### src/rtl/sic_pkg.sv
package sic_pkg;

	// Width of each coordinate port
	localparam int IN_BITS = 32;

	// Coordinate differences formed in the first stage
	localparam int NUM_DIFF = 6;
	localparam int DIF_A = 0;  // e1 - s1
	localparam int DIF_B = 1;  // s2 - s1
	localparam int DIF_C = 2;  // e2 - s1
	localparam int DIF_D = 3;  // e2 - s2
	localparam int DIF_F = 4;  // s1 - s2
	localparam int DIF_G = 5;  // e1 - s2

	// Orientation cross products: u.x * v.y - u.y * v.x
	// order: s2 vs seg1, e2 vs seg1, s1 vs seg2, e1 vs seg2
	localparam int NUM_CROSS = 4;
	localparam int CR_U [NUM_CROSS] = '{DIF_A, DIF_A, DIF_D, DIF_D};
	localparam int CR_V [NUM_CROSS] = '{DIF_B, DIF_C, DIF_F, DIF_G};

	// Dot products: u.x * v.x + u.y * v.y
	localparam int NUM_DOT = 6;
	localparam int DOT_D1 = 0;  // (s2 - s1).(e1 - s1)
	localparam int DOT_D2 = 1;  // (e2 - s1).(e1 - s1)
	localparam int DOT_L1 = 2;  // |e1 - s1|^2
	localparam int DOT_D3 = 3;  // (s1 - s2).(e2 - s2)
	localparam int DOT_D4 = 4;  // (e1 - s2).(e2 - s2)
	localparam int DOT_L2 = 5;  // |e2 - s2|^2
	localparam int DT_U [NUM_DOT] = '{DIF_B, DIF_C, DIF_A, DIF_F, DIF_G, DIF_D};
	localparam int DT_V [NUM_DOT] = '{DIF_A, DIF_A, DIF_A, DIF_D, DIF_D, DIF_D};

	// Projection of each endpoint onto the other segment; same order as the crosses
	localparam int NUM_PROJ = 4;
	localparam int PJ_S2 = 0;
	localparam int PJ_E2 = 1;
	localparam int PJ_S1 = 2;
	localparam int PJ_E1 = 3;
	localparam int PJ_DOT [NUM_PROJ] = '{DOT_D1, DOT_D2, DOT_D3, DOT_D4};
	localparam int PJ_LEN [NUM_PROJ] = '{DOT_L1, DOT_L1, DOT_L2, DOT_L2};

	// Point equality flags
	typedef struct packed {
		logic pt1;    // seg1 degenerates to a point
		logic pt2;    // seg2 degenerates to a point
		logic pp_eq;  // s1 == s2
	} sic_eq_t;

	// Sign and compare flags feeding the final decision
	typedef struct packed {
		sic_eq_t             eq;
		logic [NUM_CROSS-1:0] or_neg;
		logic [NUM_CROSS-1:0] or_zero;
		logic [NUM_PROJ-1:0]  dt_neg;
		logic [NUM_PROJ-1:0]  dt_zero;
		logic [NUM_PROJ-1:0]  dt_gt;   // projection beyond squared length
		logic [NUM_PROJ-1:0]  dt_eq;   // projection equals squared length
		logic                 d1_gt_d2;
	} sic_flags_t;

	typedef enum logic [1:0] {
		REL_DISJOINT = 2'd0,
		REL_TOUCH    = 2'd1,
		REL_CROSS    = 2'd2,
		REL_OVERLAP  = 2'd3
	} sic_rel_t;

endpackage

### src/rtl/sic_combine.sv
module sic_combine #(
	parameter int COORD_BITS = 32
) (
	input  logic                             clk,
	input  logic                             arst_n,
	input  logic                             vld_s2,
	input  sic_pkg::sic_eq_t                 eq_s2,
	input  logic signed [2*COORD_BITS+1:0]   pca_s2 [sic_pkg::NUM_CROSS],
	input  logic signed [2*COORD_BITS+1:0]   pcb_s2 [sic_pkg::NUM_CROSS],
	input  logic signed [2*COORD_BITS+1:0]   pda_s2 [sic_pkg::NUM_DOT],
	input  logic signed [2*COORD_BITS+1:0]   pdb_s2 [sic_pkg::NUM_DOT],
	output logic                             vld_s4,
	output sic_pkg::sic_flags_t              flags_s4
);
	import sic_pkg::*;

	localparam int PW   = 2 * (COORD_BITS + 1);
	localparam int SW   = PW + 1;
	localparam int CMPW = SW + 1;

	logic                  vld_s3;
	sic_eq_t               eq_s3;
	logic signed [SW-1:0]  cr_s3 [NUM_CROSS];
	logic signed [SW-1:0]  dt_s3 [NUM_DOT];
	logic signed [CMPW-1:0] gap [NUM_PROJ];
	logic signed [CMPW-1:0] span;
	sic_flags_t            flags_d;

	// Valid bits
	always_ff @(posedge clk or negedge arst_n) begin
		if (!arst_n) begin
			vld_s3 <= 1'b0;
			vld_s4 <= 1'b0;
		end else begin
			vld_s3 <= vld_s2;
			vld_s4 <= vld_s3;
		end
	end

	// Stage 3: cross products and dot products
	always_ff @(posedge clk) begin
		if (vld_s2) begin
			eq_s3 <= eq_s2;
			for (int k = 0; k < NUM_CROSS; k++) begin
				cr_s3[k] <= SW'(pca_s2[k]) - SW'(pcb_s2[k]);
			end
			for (int k = 0; k < NUM_DOT; k++) begin
				dt_s3[k] <= SW'(pda_s2[k]) + SW'(pdb_s2[k]);
			end
		end
	end

	// Projection minus squared length, and first minus second projection on seg1
	always_comb begin
		for (int p = 0; p < NUM_PROJ; p++) begin
			gap[p] = CMPW'(dt_s3[PJ_DOT[p]]) - CMPW'(dt_s3[PJ_LEN[p]]);
		end
		span = CMPW'(dt_s3[DOT_D1]) - CMPW'(dt_s3[DOT_D2]);
	end

	// Signs and compare results
	always_comb begin
		flags_d.eq = eq_s3;
		for (int k = 0; k < NUM_CROSS; k++) begin
			flags_d.or_neg[k]  = cr_s3[k][SW-1];
			flags_d.or_zero[k] = (cr_s3[k] == '0);
		end
		for (int p = 0; p < NUM_PROJ; p++) begin
			flags_d.dt_neg[p]  = dt_s3[PJ_DOT[p]][SW-1];
			flags_d.dt_zero[p] = (dt_s3[PJ_DOT[p]] == '0);
			flags_d.dt_gt[p]   = !gap[p][CMPW-1] && (gap[p] != '0);
			flags_d.dt_eq[p]   = (gap[p] == '0);
		end
		flags_d.d1_gt_d2 = !span[CMPW-1] && (span != '0);
	end

	// Stage 4 register
	always_ff @(posedge clk) begin
		if (vld_s3) begin
			flags_s4 <= flags_d;
		end
	end

endmodule

### config.mk
export PLATFORM = sky130hd
export DESIGN_NAME = sic_combine
export DESIGN_NICKNAME = d
export VERILOG_FILES = /design/src/rtl/sic_pkg.sv /design/src/rtl/sic_combine.sv
export SDC_FILE = /design/constraint.sdc
export NUM_CORES = 2
export LEC_CHECK = 0
export BUFFER_PORTS_ARGS = -buffer_cell sky130_fd_sc_hd__buf_2
export CORE_AREA = 2 2 532 534
export CTS_CLUSTER_DIAMETER = 50
export DETAILED_ROUTE_END_ITERATION = 12
export DIE_AREA = 0 0 534 536
export PLACE_DENSITY = 0.54
export SLEW_MARGIN = 20
export SYNTH_ARGS = -nofsm -noshare
export SYNTH_HDL_FRONTEND = slang
export SYNTH_SLANG_ARGS = --single-unit
### constraint.sdc
create_clock -name clk -period 4.45 [get_ports clk]
set_input_delay 0.6675 -clock clk [delete_from_list [all_inputs] [get_ports clk]]
set_output_delay 0.6675 -clock clk [all_outputs]
set_load 0.01 [all_outputs]
==> results.toml <==
[run_status]
outcome = "finished, violations left"
failed_checks = "negative setup slack"

[route]
drt_iter0_drc = 8313
postRouteAntennaNets = 0
drc = 0
vias = 89700
route.detailed.wl_per_inst_microns = 25.0
dr.pass1.iters = 7
wl_microns = 414000
via_per_inst = 5.41

[yosys]
async_flop_share_pct = 0.284
yosys_warnings = 0
avgSynthCellArea_sq_um = 8.26
synth-seq-area-share_pct = 25.7
synth_edf_count = 701
synth_ff_type = "edfxtp_1"
syn_inst = 9931
synth-seq-cells = 703
syn_area_sq_um = 82000
yosys.cell_types.count = 108
synth.net_count = 12300

[setup_path]
endpoint_kind = "flip-flop"
crit_path_start_kind = "flip-flop"
cp_top_family = "simple AND/OR/NAND/NOR gates"
crit_fanout = 2
reg2reg_from = "dt_s3[1][0]$_DFFE_PP_"
cpPeakStageDelay_ps = 580
cp.arrival_ps = 5150
ff2ff_path_depth = 18
r2r_slack_ps = -170
cp.required_ps = 4980
cpMaxStageDelayCell = "or4_4"
r2r-end = "flags_s4[0]$_DFFE_PP_"
path_buf_inv = 3
critPathMostFrequentCell = "buf_6"
critical_path_depth = 18
cp_cell_sequence = "buf_6 > ha_4 > fa_2 > nand2b_4 > a21o_1 > buf_6 > a31o_1 > buf_6 > a31oi_1 > a22o_1 > a22o_1 > o2111ai_2 > nor4_4 > nor4bb_4 > o2111ai_2 > or4_4 > nor4b_4 > nor2_1"
crit_type = "flip-flop to flip-flop"

[global_route]
met1_usage_pct = 36.7
grt_pass1_wl_microns = 578000
grt_max_degree = 83
gr-total-overflow = 0
grtUsageMet2_pct = 40.5
busiest_layer = "met2"
track_usage_pct = 27.5
antenna_found_initial = 201
grt_pass1_vias = 84900
grt_util_met3_pct = 5.57

[power]
p_clk_share_pct = 21.1
p_switching_w = 0.0188
combinationalPowerShare_pct = 57.4
leakage_nw = 51.1
seqPwrFrac_pct = 21.5
powerDensity_nw_per_um2 = 401
vdd_drop_max_uv = 388
p_sw_share_pct = 42.7
p_int_w = 0.0252

[finish]
drive_gt1_share_pct = 26.6
fin_util_pct = 39.1
stdcell_count = 16600
syn_to_final_growth_pct = 33.8
most-common-layout-cells = "buf_4 (1461), buf_2 (1353), a21oi_1 (1027), ha_1 (979), inv_1 (761)"
mostFrequentLayoutCell = "buf_4"
nets = 15000
final_cell_area_sq_um = 110000

[floorplanning]
io_pins = 1355
core_region_area_sq_um = 281000
rows = 195
initial_core_util_pct = 29.2
die_area_sq_um = 286000
die_h_microns = 536
fp.dieW_microns = 534

[clocking]
cts_sinks = 703
clock_latency_ps = 790
cts_tree = "done"
cts-root-buf = "clkbuf_16"
cts_max_level = 3
numCtsBuffers = 114
clk_pin_slew_ps = 60
clock_path_buffers = 3

[timing]
period_needed_ps = 4620
fin_skew_ps = 78.9
hold_violations = 0
rsz0062_at_grt = "yes"
worst_slack_ps = -166
relSlewSlack_pct = 30.9
finalCritPeriodShare_pct = 104
setup_viol = 3
worst_pin_slew_ps = 1030
clock.fmax_mhz = 217
drv_slew = 0

[hold_path]
min_from = "eq_s2[0]"
min_to = "eq_s3[0]$_DFFE_PP_"
hold_path.class = "primary input to flip-flop"
min_path_cells = 1

[place]
detailed_place.area_sq_um = 103000
dp.cells = 16200
hpwlAfterDp_microns = 364000
place_congestion = 1.06
io_buffers = 1354

[run]
cap_violations = 0
==> layer usage <==
metal / up-vias / share of wire, %
li1: 42700 / -
met1: 42300 / 43
met2: 3794 / 42
met3: 738 / 8.0
met4: 72 / 6.6
met5: - / 0.11
==> timing repair <==
action	4_1_cts	5_1_grt
cloned	0	0
hold buffers	2	0
setup endpoints to repair	9	15
endpoints found under the hold margin	3	0
pin swaps	97	94
buffers inserted	23	29
gates resized for setup	163	171
==> registers in the layout, indices dropped and copies added (netlist names) <==
| register | count |
|---|---|
| dt_s3 | 402 |
| cr_s3 | 268 |
| flags_s4 | 28 |
| eq_s3 | 3 |
| vld_s3 | 1 |
| vld_s4 | 1 |
==> layout make-up <==
type                       instances  area, sq um
multi-input combinational       8177        58500
inverter                         773         2920
sequential                       703        21100
clock buffer                     121         2880
antenna                          128          320
timing repair buffer            2847        18200
fill                           29200       171000
tap                             3743         4680
clock inverter                    94         1130
==> metrics by stage <==
step / TNS, ps / total power, W / hold WS [ps] / worst slack [ps]
global placement: -17090 / 0.0334 / 402 / -871
global route: -1160 / 0.0465 / 25.0 / -378
finish: -234 / 0.0441 / 76.7 / -166
floorplan: 0 / 0.0227 / 372 / 44.7
CTS: -193 / 0.0432 / 0.768 / -99.8
detailed placement: -17720 / 0.0332 / 424 / -818
==> how the worst max path moves through the flow <==
stage,start,endpoint
6_report,dt_s3[1][0]$_DFFE_PP_,flags_s4[0]$_DFFE_PP_
5_1_grt,dt_s3[1][0]$_DFFE_PP_,flags_s4[0]$_DFFE_PP_
4_1_cts,dt_s3[1][0]$_DFFE_PP_,flags_s4[0]$_DFFE_PP_
3_5_place_dp,dt_s3[1][0]$_DFFE_PP_,flags_s4[0]$_DFFE_PP_
3_3_place_gp,dt_s3[1][0]$_DFFE_PP_,flags_s4[0]$_DFFE_PP_
2_1_floorplan,pda_s2[132],dt_s3[3][64]$_DFFE_PP_
==> Yosys cell counts, types with 55 or more instances <==
library cell / instances / area, sq um
a211oi_1: 82 / 616
a21o_1: 645 / 4840
a21oi_1: 1047 / 5240
a31oi_1: 143 / 895
and2_1: 60 / 375
and3_1: 120 / 751
clkbuf_1: 270 / 1010
edfxtp_1: 701 / 21100
ha_1: 995 / 12400
inv_1: 773 / 2900
nand2_1: 705 / 2650
nand2b_1: 152 / 951
nand3_1: 247 / 1240
nand4_1: 225 / 1410
nor2_1: 620 / 2330
nor2b_1: 156 / 976
nor3_1: 154 / 771
nor4_1: 200 / 1250
o211ai_1: 71 / 533
o21a_1: 141 / 1060
o21ai_0: 541 / 2710
o21bai_1: 181 / 1360
o31ai_1: 55 / 413
or3_1: 55 / 344
xnor2_1: 511 / 4480
xor2_1: 254 / 2220
==> power groups by stage <==
stage                     Clock (W)  Sequential [W]  Combinational [W]
after global routing        0.00972         0.00955             0.0273
final                       0.00930         0.00946             0.0253
after CTS                   0.00949         0.00945             0.0243
after global placement            0         0.00955             0.0238
after floorplan                   0         0.00924             0.0134
after detailed placement          0         0.00957             0.0237
==> kinds of logic (layout without fill, tap and decap cells) <==
family / after synthesis / after routing / synth area share [%]
AO/OA/AOI/OAI: 3448 / 3448 / 27.2
AND/OR/NAND/NOR: 2896 / 2896 / 17.8
buffers and inverters: 1051 / 3835 / 4.82
adder cells (fa/ha/maj): 1010 / 1010 / 15.5
XOR/XNOR: 765 / 765 / 8.17
flip-flops: 703 / 703 / 25.7
multiplexers: 58 / 58 / 0.723
other: 0 / 128 / 0
==> worst reg2reg max path, cell delays in order, from the launching register on <==
cell       delay, ps
edfxtp_1         400
buf_6            150
ha_4             150
fa_2             340
nand2b_4         150
a21o_1           210
buf_6            130
a31o_1           230
buf_6            130
a31oi_1          210
a22o_1           190
a22o_1           160
o2111ai_2        160
nor4_4           350
nor4bb_4         420
o2111ai_2        200
or4_4            580
nor4b_4          210
nor2_1            70
(Power assumes the default switching activity.)
